$ cat src/design/mpbs_pkg.sv
// ----------------------------------------------------------------------------
// mpbs_pkg
// Shared constants, types and helpers of the multi-pattern byte search block.
// ----------------------------------------------------------------------------
package mpbs_pkg;

  // Search geometry
  localparam int NUM_PATTERNS    = 4;   // patterns actually searched (1..4)
  localparam int MAX_PATTERN_LEN = 8;   // window cells (1..8)
  localparam int OFFSET_BITS     = 32;  // internal offset counter width

  // Fixed by the register map and the result fields
  localparam int PAT_SLOTS  = 4;        // pattern register slots
  localparam int PAT_W      = 64;       // bits of one pattern register
  localparam int LEN_W      = 4;        // bits of one length register
  localparam int CFG_IDX_W  = 4;
  localparam int CFG_DATA_W = 64;
  localparam int OUT_OFS_W  = 32;
  localparam int PIDX_W     = 2;

  // Hit vector: one bit per (position, pattern slot), position major
  localparam int POS_W     = (MAX_PATTERN_LEN > 1) ? $clog2(MAX_PATTERN_LEN) : 1;
  localparam int HIT_W     = MAX_PATTERN_LEN * PAT_SLOTS;
  localparam int HIT_IDX_W = $clog2(HIT_W);

  // Register indexes
  localparam logic [CFG_IDX_W-1:0] REG_PATTERN_ZERO  = CFG_IDX_W'(0);
  localparam logic [CFG_IDX_W-1:0] REG_PATTERN_ONE   = CFG_IDX_W'(1);
  localparam logic [CFG_IDX_W-1:0] REG_PATTERN_TWO   = CFG_IDX_W'(2);
  localparam logic [CFG_IDX_W-1:0] REG_PATTERN_THREE = CFG_IDX_W'(3);
  localparam logic [CFG_IDX_W-1:0] REG_LENGTH_ZERO   = CFG_IDX_W'(4);
  localparam logic [CFG_IDX_W-1:0] REG_LENGTH_ONE    = CFG_IDX_W'(5);
  localparam logic [CFG_IDX_W-1:0] REG_LENGTH_TWO    = CFG_IDX_W'(6);
  localparam logic [CFG_IDX_W-1:0] REG_LENGTH_THREE  = CFG_IDX_W'(7);

  typedef logic [7:0]             byte_t;
  typedef logic [OFFSET_BITS-1:0] offset_t;
  typedef logic [HIT_W-1:0]       hit_vec_t;
  typedef logic [PAT_SLOTS-1:0]   slot_mask_t;
  typedef logic [PAT_SLOTS-1:0][7:0] slot_bytes_t;

  // Byte handed from one window cell to its left neighbor
  typedef struct packed {
    byte_t data;
    logic  valid;
  } cell_link_t;

  // Hits of one or more consecutive positions, first position at base
  typedef struct packed {
    hit_vec_t hits;
    offset_t  base;
  } hit_entry_t;

  // Offset of a later position, stuck at the maximum
  function automatic offset_t offset_add_sat(offset_t base, logic [POS_W-1:0] pos);
    logic [OFFSET_BITS:0] sum;
    sum = {1'b0, base} + (OFFSET_BITS+1)'(pos);
    return sum[OFFSET_BITS] ? '1 : sum[OFFSET_BITS-1:0];
  endfunction

  function automatic offset_t offset_inc_sat(offset_t value);
    return (value == '1) ? value : value + OFFSET_BITS'(1);
  endfunction

endpackage

$ cat src/design/mpbs_if.sv
// ----------------------------------------------------------------------------
// mpbs channel interfaces
// Byte stream, result and register write channels, valid/ready handshake.
// ----------------------------------------------------------------------------
interface mpbs_stream_if import mpbs_pkg::*; ();
  logic  valid;
  logic  ready;
  byte_t data_byte;
  logic  final_byte;

  modport source (output valid, output data_byte, output final_byte, input ready);
  modport sink   (input valid, input data_byte, input final_byte, output ready);
endinterface

interface mpbs_result_if import mpbs_pkg::*; ();
  logic                  valid;
  logic                  ready;
  logic [OUT_OFS_W-1:0]  match_offset;
  logic [PIDX_W-1:0]     pattern_index;
  logic                  run_end;

  modport source (output valid, output match_offset, output pattern_index,
                  output run_end, input ready);
  modport sink   (input valid, input match_offset, input pattern_index,
                  input run_end, output ready);
endinterface

interface mpbs_cfg_if import mpbs_pkg::*; ();
  logic                  valid;
  logic                  ready;
  logic [CFG_IDX_W-1:0]  index;
  logic [CFG_DATA_W-1:0] data;

  modport source (output valid, output index, output data, input ready);
  modport sink   (input valid, input index, input data, output ready);
endinterface

$ cat src/design/mpbs_cell.sv
// ----------------------------------------------------------------------------
// mpbs_cell
// One window cell: holds a stream byte, passes it left on a shift and
// compares it against this cell's byte of every pattern.
// ----------------------------------------------------------------------------
module mpbs_cell import mpbs_pkg::*; (
  input  logic        clk,
  input  logic        rst,
  input  logic        shift,
  input  cell_link_t  link_in,
  output cell_link_t  link_out,
  input  slot_bytes_t pat_bytes,
  input  slot_mask_t  need,
  output slot_mask_t  ok
);

  byte_t held;
  logic  held_valid;

  // valid bit is control, byte is payload
  always_ff @(posedge clk) begin
    if (rst) begin
      held_valid <= 1'b0;
    end else if (shift) begin
      held_valid <= link_in.valid;
    end
  end

  always_ff @(posedge clk) begin
    if (shift) begin
      held <= link_in.data;
    end
  end

  assign link_out.data  = held;
  assign link_out.valid = held_valid;

  // a pattern shorter than this cell's place does not look here
  always_comb begin
    for (int p = 0; p < PAT_SLOTS; p++) begin
      ok[p] = !need[p] || (held_valid && (held == pat_bytes[p]));
    end
  end

endmodule

$ cat src/design/mpbs_serializer.sv
// ----------------------------------------------------------------------------
// mpbs_serializer
// Two-entry result buffer: a holding entry and an output entry that sends
// one hit per beat, lowest position and pattern first.
// ----------------------------------------------------------------------------
module mpbs_serializer import mpbs_pkg::*; (
  input  logic       clk,
  input  logic       rst,
  input  logic       push,
  input  hit_entry_t entry,
  output logic       can_push,
  mpbs_result_if.source result
);

  logic                 h_valid;
  hit_entry_t           h_entry;
  logic                 s_valid;
  hit_vec_t             s_vec;
  offset_t              s_base;
  logic [HIT_IDX_W-1:0] first_idx;
  logic [POS_W-1:0]     first_pos;
  logic                 single;
  logic                 take;
  logic                 s_free;

  // lowest set hit
  always_comb begin
    first_idx = '0;
    for (int i = HIT_W - 1; i >= 0; i--) begin
      if (s_vec[i]) first_idx = HIT_IDX_W'(i);
    end
  end

  assign first_pos = POS_W'(first_idx >> 2);
  assign single    = ((s_vec & (s_vec - HIT_W'(1))) == '0);
  assign take      = s_valid && result.ready;
  assign s_free    = !s_valid || (take && single);
  assign can_push  = !h_valid || s_free;

  assign result.valid         = s_valid;
  assign result.pattern_index = first_idx[PIDX_W-1:0];
  assign result.match_offset  = OUT_OFS_W'(offset_add_sat(s_base, first_pos));
  assign result.run_end       = single;

  // holding entry
  always_ff @(posedge clk) begin
    if (rst) begin
      h_valid <= 1'b0;
    end else if (push) begin
      h_valid <= 1'b1;
    end else if (s_free) begin
      h_valid <= 1'b0;
    end
  end

  always_ff @(posedge clk) begin
    if (push) begin
      h_entry <= entry;
    end
  end

  // output entry
  always_ff @(posedge clk) begin
    if (rst) begin
      s_valid <= 1'b0;
    end else if (s_free) begin
      s_valid <= h_valid;
    end
  end

  always_ff @(posedge clk) begin
    if (s_free) begin
      s_vec  <= h_entry.hits;
      s_base <= h_entry.base;
    end else if (take) begin
      s_vec <= s_vec & (s_vec - HIT_W'(1));
    end
  end

endmodule

$ cat src/design/multi_pattern_byte_search.sv
// ----------------------------------------------------------------------------
// multi_pattern_byte_search
// Exact search of a byte stream for up to four configured byte patterns.
// ----------------------------------------------------------------------------
// Usage:
//   cfg    : register writes, index 0..3 pattern bytes (byte k in bits 8k+7:8k),
//            index 4..7 pattern lengths (0 disables). Always ready; write only
//            while the block is idle.
//   stream : one byte per beat, final_byte marks the last byte of a stream.
//   result : one hit per beat (offset, pattern), in order of offset, then
//            pattern; run_end marks the last hit caused by a byte.
// Throughput: one stream byte per cycle. Hits leave at one per cycle while
//   result is ready, so the stream stalls only when a byte's position has hits
//   while both result entries are still full. A final byte starts a flush
//   sweep through the cell chain until it is empty, during which stream
//   ready is low; the last sweep step also waits for a free result entry.
// Hit path: a position is decided once eight bytes from it are held; its hits
//   pass through the holding entry and then the output entry to result.
// Reset: registers clear to zero, window empty, offset zero. After a flush the
//   stream state is back at reset while the registers are kept. A stalled
//   result holds its beat; the block keeps taking bytes until a hit meets full buffers.
// ----------------------------------------------------------------------------
module multi_pattern_byte_search import mpbs_pkg::*; (
  input logic clk,
  input logic rst,
  mpbs_stream_if.sink   stream,
  mpbs_result_if.source result,
  mpbs_cfg_if.sink      cfg
);

  // registers
  logic [PAT_SLOTS-1:0][PAT_W-1:0] pat_reg;
  logic [PAT_SLOTS-1:0][LEN_W-1:0] len_reg;

  // window chain
  cell_link_t           link [MAX_PATTERN_LEN];
  cell_link_t           link_tail;
  slot_mask_t           cell_ok [MAX_PATTERN_LEN];
  slot_mask_t           cell_need [MAX_PATTERN_LEN];
  slot_bytes_t          cell_bytes [MAX_PATTERN_LEN];
  logic [MAX_PATTERN_LEN-1:0] cell_valid;

  // control
  logic             check_pending;
  logic             flushing;
  logic [POS_W-1:0] sweep_cnt;
  logic [POS_W-1:0] eval_idx;
  hit_vec_t         acc;
  offset_t          flush_base;
  offset_t          oldest_offset;

  slot_mask_t pat_en;
  slot_mask_t hit4;
  logic       hit_any;
  logic       cell0_valid;
  hit_vec_t   acc_next;
  logic       sweep_last;
  logic       norm_block;
  logic       sweep_block;
  logic       sweep_step;
  logic       accept;
  logic       shift;
  logic       push;
  logic       can_push;
  hit_entry_t entry;

  // register writes
  assign cfg.ready = 1'b1;

  always_ff @(posedge clk) begin
    if (rst) begin
      pat_reg <= '0;
      len_reg <= '0;
    end else if (cfg.valid) begin
      unique case (cfg.index)
        REG_PATTERN_ZERO:  pat_reg[0] <= cfg.data;
        REG_PATTERN_ONE:   pat_reg[1] <= cfg.data;
        REG_PATTERN_TWO:   pat_reg[2] <= cfg.data;
        REG_PATTERN_THREE: pat_reg[3] <= cfg.data;
        REG_LENGTH_ZERO:   len_reg[0] <= cfg.data[LEN_W-1:0];
        REG_LENGTH_ONE:    len_reg[1] <= cfg.data[LEN_W-1:0];
        REG_LENGTH_TWO:    len_reg[2] <= cfg.data[LEN_W-1:0];
        REG_LENGTH_THREE:  len_reg[3] <= cfg.data[LEN_W-1:0];
        default: ;
      endcase
    end
  end

  // pattern enables: searched slot, length 1..MAX_PATTERN_LEN
  always_comb begin
    for (int p = 0; p < PAT_SLOTS; p++) begin
      pat_en[p] = (p < NUM_PATTERNS) && (len_reg[p] != '0) &&
                  (len_reg[p] <= LEN_W'(MAX_PATTERN_LEN));
    end
  end

  // per-cell pattern bytes and length masks
  always_comb begin
    for (int k = 0; k < MAX_PATTERN_LEN; k++) begin
      for (int p = 0; p < PAT_SLOTS; p++) begin
        cell_bytes[k][p] = pat_reg[p][8*k +: 8];
        cell_need[k][p]  = (LEN_W'(k) < len_reg[p]);
      end
    end
  end

  // new bytes enter at the right end, empty slots during the sweep
  assign link_tail.data  = stream.data_byte;
  assign link_tail.valid = !flushing;

  for (genvar k = 0; k < MAX_PATTERN_LEN; k++) begin : g_cell
    if (k == MAX_PATTERN_LEN - 1) begin : g_tail
      mpbs_cell u_cell (
        .clk       (clk),
        .rst       (rst),
        .shift     (shift),
        .link_in   (link_tail),
        .link_out  (link[k]),
        .pat_bytes (cell_bytes[k]),
        .need      (cell_need[k]),
        .ok        (cell_ok[k])
      );
    end else begin : g_body
      mpbs_cell u_cell (
        .clk       (clk),
        .rst       (rst),
        .shift     (shift),
        .link_in   (link[k+1]),
        .link_out  (link[k]),
        .pat_bytes (cell_bytes[k]),
        .need      (cell_need[k]),
        .ok        (cell_ok[k])
      );
    end
    assign cell_valid[k] = link[k].valid;
  end

  // hits at the position held in cell 0
  always_comb begin
    for (int p = 0; p < PAT_SLOTS; p++) begin
      hit4[p] = pat_en[p];
      for (int k = 0; k < MAX_PATTERN_LEN; k++) begin
        hit4[p] = hit4[p] & cell_ok[k][p];
      end
    end
  end

  assign hit_any     = |hit4;
  assign cell0_valid = link[0].valid;

  // sweep accumulator with this position's hits merged in
  always_comb begin
    acc_next = acc;
    for (int j = 0; j < MAX_PATTERN_LEN; j++) begin
      if (cell0_valid && (eval_idx == POS_W'(j))) begin
        acc_next[j*PAT_SLOTS +: PAT_SLOTS] = hit4;
      end
    end
  end

  // handshake and stall
  assign sweep_last  = flushing && (sweep_cnt == POS_W'(MAX_PATTERN_LEN - 1));
  assign norm_block  = check_pending && hit_any && !can_push;
  assign sweep_block = sweep_last && (acc_next != '0) && !can_push;
  assign sweep_step  = flushing && !sweep_block;
  assign stream.ready = !flushing && !norm_block;
  assign accept      = stream.valid && stream.ready;
  assign shift       = accept || sweep_step;

  // hand hits to the result buffer
  always_comb begin
    push  = 1'b0;
    entry = '0;
    if (check_pending && hit_any && can_push) begin
      push       = 1'b1;
      entry.hits = HIT_W'(hit4);
      entry.base = oldest_offset;
    end else if (sweep_step && sweep_last && (acc_next != '0)) begin
      push       = 1'b1;
      entry.hits = acc_next;
      entry.base = (eval_idx == '0) ? oldest_offset : flush_base;
    end
  end

  // stream control
  always_ff @(posedge clk) begin
    if (rst) begin
      check_pending <= 1'b0;
      flushing      <= 1'b0;
      sweep_cnt     <= '0;
      eval_idx      <= '0;
      acc           <= '0;
      oldest_offset <= '0;
    end else begin
      if (!norm_block) begin
        check_pending <= accept && !stream.final_byte;
      end

      if (accept && stream.final_byte) begin
        flushing <= 1'b1;
      end else if (sweep_step && sweep_last) begin
        flushing <= 1'b0;
      end

      if (sweep_step) begin
        if (sweep_last) begin
          sweep_cnt <= '0;
          eval_idx  <= '0;
          acc       <= '0;
        end else begin
          sweep_cnt <= sweep_cnt + POS_W'(1);
          acc       <= acc_next;
          if (cell0_valid) eval_idx <= eval_idx + POS_W'(1);
        end
      end

      // offset of cell 0 moves when a held byte leaves the chain
      if (sweep_step && sweep_last) begin
        oldest_offset <= '0;
      end else if (shift && cell0_valid) begin
        oldest_offset <= offset_inc_sat(oldest_offset);
      end
    end
  end

  // offset of the first swept position
  always_ff @(posedge clk) begin
    if (sweep_step && cell0_valid && (eval_idx == '0)) begin
      flush_base <= oldest_offset;
    end
  end

  mpbs_serializer u_serializer (
    .clk      (clk),
    .rst      (rst),
    .push     (push),
    .entry    (entry),
    .can_push (can_push),
    .result   (result)
  );

  // checks
  a_final_starts_sweep: assert property (@(posedge clk) disable iff (rst)
    (accept && stream.final_byte) |=> (flushing && (sweep_cnt == '0) && (eval_idx == '0)))
    else $error("final byte did not start a clean flush sweep");

  a_sweep_empties_window: assert property (@(posedge clk) disable iff (rst)
    (sweep_step && sweep_last) |=> ((cell_valid == '0) && (oldest_offset == '0)))
    else $error("window not empty after flush sweep");

  a_push_has_room: assert property (@(posedge clk) disable iff (rst)
    push |-> can_push)
    else $error("hits pushed into a full result buffer");

  a_no_check_in_sweep: assert property (@(posedge clk) disable iff (rst)
    flushing |-> !check_pending)
    else $error("position check pending during flush sweep");

endmodule
$ cat src/flat_wrapper.sv
// flat-port wrapper written by rule: the top's interface ports become plain ports
module multi_pattern_byte_search_flat import mpbs_pkg::*;
  (clk, rst, stream_valid, stream_data_byte, stream_final_byte, stream_ready, result_valid, result_match_offset, result_pattern_index, result_run_end, result_ready, cfg_valid, cfg_index, cfg_data, cfg_ready);
  mpbs_stream_if stream_i ();
  mpbs_result_if result_i ();
  mpbs_cfg_if cfg_i ();
  input logic clk;
  input logic rst;
  input wire logic [$bits(stream_i.valid)-1:0] stream_valid;
  input wire logic [$bits(stream_i.data_byte)-1:0] stream_data_byte;
  input wire logic [$bits(stream_i.final_byte)-1:0] stream_final_byte;
  output wire logic [$bits(stream_i.ready)-1:0] stream_ready;
  output wire logic [$bits(result_i.valid)-1:0] result_valid;
  output wire logic [$bits(result_i.match_offset)-1:0] result_match_offset;
  output wire logic [$bits(result_i.pattern_index)-1:0] result_pattern_index;
  output wire logic [$bits(result_i.run_end)-1:0] result_run_end;
  input wire logic [$bits(result_i.ready)-1:0] result_ready;
  input wire logic [$bits(cfg_i.valid)-1:0] cfg_valid;
  input wire logic [$bits(cfg_i.index)-1:0] cfg_index;
  input wire logic [$bits(cfg_i.data)-1:0] cfg_data;
  output wire logic [$bits(cfg_i.ready)-1:0] cfg_ready;
  assign stream_i.valid = stream_valid;
  assign stream_i.data_byte = stream_data_byte;
  assign stream_i.final_byte = stream_final_byte;
  assign stream_ready = stream_i.ready;
  assign result_valid = result_i.valid;
  assign result_match_offset = result_i.match_offset;
  assign result_pattern_index = result_i.pattern_index;
  assign result_run_end = result_i.run_end;
  assign result_i.ready = result_ready;
  assign cfg_i.valid = cfg_valid;
  assign cfg_i.index = cfg_index;
  assign cfg_i.data = cfg_data;
  assign cfg_ready = cfg_i.ready;
  multi_pattern_byte_search u_core (.clk(clk), .rst(rst), .stream(stream_i), .result(result_i), .cfg(cfg_i));
endmodule
$ cat config.mk
export PLATFORM = sky130hd
export DESIGN_NAME = multi_pattern_byte_search_flat
export DESIGN_NICKNAME = d
export VERILOG_FILES = /design/src/design/mpbs_pkg.sv /design/src/design/mpbs_if.sv /design/src/design/mpbs_cell.sv /design/src/design/mpbs_serializer.sv /design/src/design/multi_pattern_byte_search.sv /design/src/flat_wrapper.sv
export SDC_FILE = /design/constraint.sdc
export NUM_CORES = 1
export LEC_CHECK = 0
export ABC_AREA = 1
export BUFFER_PORTS_ARGS = -buffer_cell sky130_fd_sc_hd__buf_2
export CORE_UTILIZATION = 59
export DETAILED_ROUTE_END_ITERATION = 16
export PLACE_DENSITY = 0.77
export SLEW_MARGIN = 30
export SYNTH_ARGS = -nofsm -noshare
export SYNTH_HDL_FRONTEND = slang
export SYNTH_HIERARCHICAL = 1
export SYNTH_SLANG_ARGS = --single-unit
$ cat constraint.sdc
create_clock -name clk -period 6.8 [get_ports clk]
set_input_delay 1.02 -clock clk [delete_from_list [all_inputs] [get_ports clk]]
set_output_delay 1.02 -clock clk [all_outputs]
set_load 0.01 [all_outputs]
==> results.py, run 1 <==
metrics = {
    "worst_setup_path": {
        "max_stage_delay_ns": 0.40,
        "endpoint_kind": "primary output",
        "cp.depth": 29,
        "path_class": "reg2out",
        "cp_top_family": "simple AND/OR/NAND/NOR gates",
        "crit_top_cell": "nor2_2",
        "worstSetupStartpointType": "register",
        "r2r_cells": 23,
        "slowest_stage": "edfxtp_1",
        "critPathMaxFanout": 5,
        "cp.required_ns": 5.78,
        "worstPathArrival_ns": 5.15,
        "path_buf_inv": 6,
    },
    "global_route": {
        "grt.overflow.total": 0,
        "grt_pass1_vias": 22530,
        "grt_first_pass_wirelength_um": 115500,
        "grt_max_degree": 130,
        "gr-usage-all-layers_pct": 28.64,
        "grt_antenna_before_repair": 4,
    },
    "finish": {
        "finalNonFillerCells": 4633,
        "area_growth_pct": 9.885,
        "largest_reg_flops": 256,
        "fin_nets": 4061,
        "drive_above_1_share_pct": 8.742,
    },
    "logic_synthesis": {
        "syn-mean-instance-area_sq_um": 7.325,
        "synth_top_area_share_pct": 24.70,
        "synth_edf_count": 224,
        "synthFlopType": "dfxtp_1",
        "synth_area_leaders": "dfxtp_1 25%, edfxtp_1 23%, nand2_1 12%",
        "syn-num-nets": 4012,
        "yosysMostFrequentCell": "nand2_1",
        "ys_top_cells_by_count": "953 x nand2_1, 555 x inv_1, 553 x nor2_1, 372 x o21ai_0, 354 x dfxtp_1",
        "async_reset_ff_share_pct": 0,
        "synthCells": 3917,
        "seq_area_frac_synth_pct": 48.14,
        "netlist_area_sq_um": 28690,
        "yosys_warnings": 6,
        "yosys.area.top_type": "dfxtp_1",
        "synth_seq_cells": 578,
        "ys_types": 57,
    },
    "clocking": {
        "clock-sinks": 578,
        "numCtsBuffers": 59,
        "clockBufferDepth": 3,
        "clkLatencyLatePin_ns": 0.63,
        "post-cts-setup-buffer-count": 0,
        "ctsHoldBuffers": 0,
        "clkSlewWorstSetupHoldPaths_ns": 0.06,
        "cts_tree": "done",
        "cts.repair.resized": 0,
        "cts_root_buf": "clkbuf_16",
        "cts_max_level": 2,
    },
    "detailed_routing": {
        "num_vias": 24760,
        "drc": 0,
        "vias_per_cell": 5.343,
        "wirelength_um": 70910,
        "postRouteAntennaNets": 0,
        "routedWlPerCell_um": 15.31,
        "first_pass_iters": 6,
        "first_iter_violations": 2206,
    },
    "placement": {
        "dp_slack_ns": 1.425,
        "place.gp.congestion": 0.9177,
        "dp_hpwl_um": 46500,
        "numPortBuffers": 118,
        "placed_cells_incl_taps": 4520,
    },
    "power_and_ir_drop": {
        "p_clk_share_pct": 42.4,
        "power_leakage_nw": 13.26,
        "p_int_mw": 5.963,
        "ir_worst_vdd_mv": 0.2022,
        "power_density_nw_per_um2": 250.8,
        "p_sw_share_pct": 24.58,
        "power_frac_seq_pct": 49.1,
        "p_comb_share_pct": 8.5,
        "switching_power_mw": 1.943,
    },
    "floorplan": {
        "core_sq_um": 47850,
        "fp-row-count": 80,
        "start_util_pct": 59.97,
        "die_width_um": 222.5,
        "die_h_um": 222.5,
        "boundaryPins": 120,
        "die_area_sq_um": 49520,
    },
    "sta": {
        "grt_setup_unrepaired": "no",
        "timing.final.crit_share_pct": 90.73,
        "worst_pin_slew_ns": 1.035,
        "tns_ns": 0,
        "drv_slew": 0,
        "slew_headroom_pct": 31.00,
        "setup_ws_ns": 0.6303,
        "hold_viol_final": 0,
        "skew_ns": 0.02455,
        "min_period_ns": 6.170,
        "fmax_mhz": 162.1,
        "whs_ns": 0.4149,
        "finalSetupViolCount": 0,
    },
    "min_path": {
        "min_path_cells": 0,
        "min_path_type": "reg2reg",
    },
    "run": {
        "maxCapViolCount": 0,
    },
    "outcome": {
        "status": "completed",
    },
}
[worst paths after layout]
kind / to / from / slack [ns]
worst max-delay path: result_match_offset[31] / u_core/u_serializer/s_vec[1]$_DFFE_PP_ / 0.63
worst min-delay path: u_core/u_serializer/s_base[14]$_DFFE_PP_ / u_core/u_serializer/h_entry[14]$_DFFE_PP_ / 0.41
worst max register to register: u_core/u_serializer/h_entry[27]$_DFFE_PP_ / u_core/u_serializer/s_vec[1]$_DFFE_PP_ / 1.72
worst min register to register: u_core/u_serializer/s_base[14]$_DFFE_PP_ / u_core/u_serializer/h_entry[14]$_DFFE_PP_ / 0.41
[power by group through the flow]
stage / registers (mW) / logic [mW] / clock network, mW
after global routing: 3.90 / 0.762 / 3.54
after global placement: 3.95 / 0.652 / 0
after detailed placement: 3.95 / 0.660 / 0
after CTS: 3.88 / 0.666 / 3.39
final: 3.88 / 0.672 / 3.35
after floorplan: 3.90 / 0.504 / 0
[metal layers]
layer  up-vias  global-route usage [%]  routed length, um
met2       751                   46.35              32330
li1      12540                       -                  -
met3       101                   3.690               4888
met5         -                       0                 31
met4         4                   8.031               1567
met1     11360                   40.29              32090
[through the flow]
stage               cell area, sq um  total power [mW]  utilization, %
global placement               29500             4.599           61.66
CTS                            31510             7.937           65.86
detailed placement             29500             4.611           61.66
floorplan                      28690             4.400               -
global route                   31520             8.195           65.88
finish                         31530             7.906           65.90
[layout make-up]
class / count / area (sq um)
diodes: 3 / 7.507
clock buffers: 76 / 1644
clock inverters: 34 / 361.6
fillers: 4079 / 16320
inverters: 607 / 2285
multi-input cells: 2580 / 11890
flip-flops and latches: 578 / 13810
well taps: 615 / 769.5
repair buffers: 140 / 763.2
[cells in the final DEF (no fill, tap or decap), drive strengths merged, types with 2 or more instances in the layout]
| cell type | synthesis | final |
|---|---|---|
| nand3 | 109 | 109 |
| clkinv | 17 | 38 |
| edfxtp | 224 | 224 |
| nor4 | 11 | 11 |
| nor3 | 49 | 49 |
| inv | 590 | 590 |
| nand3b | 3 | 3 |
| bufinv | 0 | 8 |
| diode | 0 | 3 |
| dfxtp | 354 | 354 |
| or2 | 34 | 34 |
| o31ai | 2 | 2 |
| xor2 | 21 | 21 |
| o211a | 4 | 4 |
| nand4 | 69 | 69 |
| a31oi | 5 | 5 |
| a21oi | 234 | 234 |
| o211ai | 8 | 8 |
| nor2 | 570 | 570 |
| clkinvlp | 0 | 5 |
| nand2 | 967 | 967 |
| o21ai | 395 | 395 |
| xnor2 | 37 | 37 |
| buf | 52 | 140 |
| o22ai | 37 | 37 |
| ha | 12 | 12 |
| clkbuf | 100 | 76 |
[worst reg2reg max path: stages, from the launching register on]
cell and delay (ns):
edfxtp_1 0.40, or2_1 0.27, clkinv_2 0.10, nand2_4 0.07, nor2_4 0.15, nand3_2 0.13, nor2_1 0.11, inv_1 0.06
nor2_1 0.08, inv_1 0.05, o21ai_0 0.19, nand4_1 0.12, nor3_1 0.32, nand3_2 0.19, o21ai_4 0.17, inv_1 0.19
nand2_1 0.21, nor2_1 0.07, nand2_1 0.07, nand2_2 0.45, nor2_4 0.28, nand3_2 0.58, buf_4 0.50, o22ai_1 0.18
[cells by family after synthesis]
family,after synthesis,synth area share [%]
simple gates,1817,26.17
compound gates,690,12.66
buf+inv,759,10.62
flops,578,48.14
fa+ha+maj,13,0.5930
xor+xnor,58,1.770
mux,1,0.03489
other cells,1,0.01307
(Power assumes the default switching activity.)
==> run 2: changes to the inputs <==
--- a/config.mk
+++ b/config.mk
@@ -6,7 +6,7 @@
 export NUM_CORES = 1
 export LEC_CHECK = 0
 export ABC_AREA = 1
-export BUFFER_PORTS_ARGS = -buffer_cell sky130_fd_sc_hd__buf_2
+export BUFFER_PORTS_ARGS = -buffer_cell sky130_fd_sc_hd__buf_4
 export CORE_UTILIZATION = 59
 export DETAILED_ROUTE_END_ITERATION = 16
 export PLACE_DENSITY = 0.77
==> run 2 against run 1 <==
Flip-flop and latch count is the same. Core utilization grew 0.73 points. Clock skew shrank 0.013 ns. Sequential power is essentially flat. Clock power is essentially flat. Critical endpoint unchanged. Fmax grew 0.33%. Register-to-register slack gained 0.06 ns. Setup slack gained 0.020 ns. Final cell count is essentially flat. Largest cell class unchanged. Critical path depth is the same.
==> results.py, run 2 (synthesis results as in run 1) <==
metrics = {
    "outcome": {
        "status": "completed",
    },
    "clocking": {
        "post-cts-setup-buffer-count": 0,
        "clkLatencyLatePin_ns": 0.63,
        "numCtsBuffers": 61,
        "cts_max_level": 2,
        "clockBufferDepth": 3,
        "cts.repair.resized": 0,
        "cts_root_buf": "clkbuf_16",
        "clkSlewWorstSetupHoldPaths_ns": 0.06,
        "ctsHoldBuffers": 0,
        "clock-sinks": 578,
        "cts_tree": "done",
    },
    "finish": {
        "largest_reg_flops": 256,
        "most-common-layout-cells": "952 x nand2_1, 554 x inv_1, 549 x nor2_1",
        "area_growth_pct": 11.10,
        "finalNonFillerCells": 4635,
        "final_util_pct": 66.63,
        "diodes": 0,
        "nFillCells": 4071,
        "final_common_cell": "nand2_1",
        "drive_above_1_share_pct": 8.856,
        "fin_nets": 4063,
    },
    "sta": {
        "slew_headroom_pct": 35.82,
        "timing.final.crit_share_pct": 90.43,
        "finalSetupViolCount": 0,
        "hold_viol_final": 0,
        "tns_ns": 0,
        "fmax_mhz": 162.6,
        "setup_ws_ns": 0.6505,
        "drv_slew": 0,
        "skew_ns": 0.01151,
        "min_period_ns": 6.149,
        "worst_pin_slew_ns": 0.9628,
        "grt_setup_unrepaired": "no",
    },
    "power_and_ir_drop": {
        "total_power_mw": 7.907,
        "power_density_nw_per_um2": 248.0,
        "power_leakage_nw": 13.43,
        "ir_worst_vdd_mv": 0.2012,
    },
    "floorplan": {
        "start_util_pct": 59.97,
        "die_width_um": 222.5,
        "die_h_um": 222.5,
        "die_area_sq_um": 49520,
        "core_sq_um": 47850,
        "fp-row-count": 80,
        "boundaryPins": 120,
    },
    "min_path": {
        "min_path_type": "reg2reg",
    },
    "placement": {
        "dp_hpwl_um": 46900,
        "numPortBuffers": 118,
        "placed_cells_incl_taps": 4520,
        "place.gp.congestion": 0.8948,
        "dp_slack_ns": 1.420,
    },
    "worst_setup_path": {
        "r2r_slack_ns": 1.78,
        "endpoint_kind": "primary output",
        "max_stage_delay_ns": 0.41,
        "path_class": "reg2out",
        "worstSetupStartpointType": "register",
        "crit_top_cell": "nor2_2",
        "slowest_stage": "edfxtp_1",
        "critPathMaxFanout": 5,
        "worstPathArrival_ns": 5.13,
        "cp.required_ns": 5.78,
    },
    "global_route": {
        "gr-usage-all-layers_pct": 28.35,
        "grt_max_degree": 127,
        "grt_antenna_before_repair": 0,
        "grt_pass1_vias": 22310,
        "grt_first_pass_wirelength_um": 113900,
        "grt.overflow.total": 0,
    },
    "detailed_routing": {
        "vias_per_cell": 5.346,
        "wirelength_um": 70660,
        "num_vias": 24780,
        "routedWlPerCell_um": 15.25,
        "drc": 0,
        "first_pass_iters": 6,
        "postRouteAntennaNets": 0,
        "first_iter_violations": 2356,
    },
    "run": {
        "maxCapViolCount": 0,
    },
}
run 2: path summary, 6_finish.rpt:
kind,startpoint,endpoint,cells past startpoint
worst max register to register,u_core/u_serializer/s_vec[1]$_DFFE_PP_,u_core/u_serializer/h_entry[3]$_DFFE_PP_,23
worst min register to register,u_core/u_serializer/h_entry[23]$_DFFE_PP_,u_core/u_serializer/s_base[23]$_DFFE_PP_,0
worst min-delay path,u_core/u_serializer/h_entry[23]$_DFFE_PP_,u_core/u_serializer/s_base[23]$_DFFE_PP_,0
worst max-delay path,u_core/u_serializer/s_vec[1]$_DFFE_PP_,result_match_offset[31],29
run 2: cell type report:
cell class              count  area [sq um]  area share [%]
multi-input cells        2580         11880           37.28
clock buffers              81          1694           5.314
repair buffers            140          1111           3.485
inverters                 607          2285           7.167
flip-flops and latches    578         13810           43.33
well taps                 615         769.5           2.414
clock inverters            34         321.6           1.009
run 2: per-layer routing:
layer	wire [um]	vias to the layer above	track usage [%]
met3	4832	118	3.147
met1	31880	11300	40.18
li1	-	12550	-
met2	32170	811	45.38
met4	1787	0	9.143
met5	0	-	0
run 2: critical path, delay by kind of cell (launching register included):
family                   cells  cell delay (ns)
adder cells (fa/ha/maj)      1             0.25
buffers and inverters        6             0.49
AND/OR/NAND/NOR             21             3.06
flip-flops                   1             0.41
AO/OA/AOI/OAI                1             0.31
run 2: power breakdown:
part	internal (mW)	total (mW)	switching, mW
sequential	3.74	3.88	0.139
clock	1.97	3.33	1.37
combinational	0.248	0.694	0.446
total	5.96	7.91	1.95
run 2: metrics by stage:
| step | cell area (sq um) | hold slack [ns] |
|---|---|---|
| 3_3_place_gp | 29800 | 0.4012 |
| 6_report | 31880 | 0.4177 |
| 4_1_cts | 31870 | 0.4175 |
| 5_1_grt | 31880 | 0.4287 |
| 3_5_place_dp | 29860 | 0.4045 |
| 2_1_floorplan | 28690 | 0.4003 |
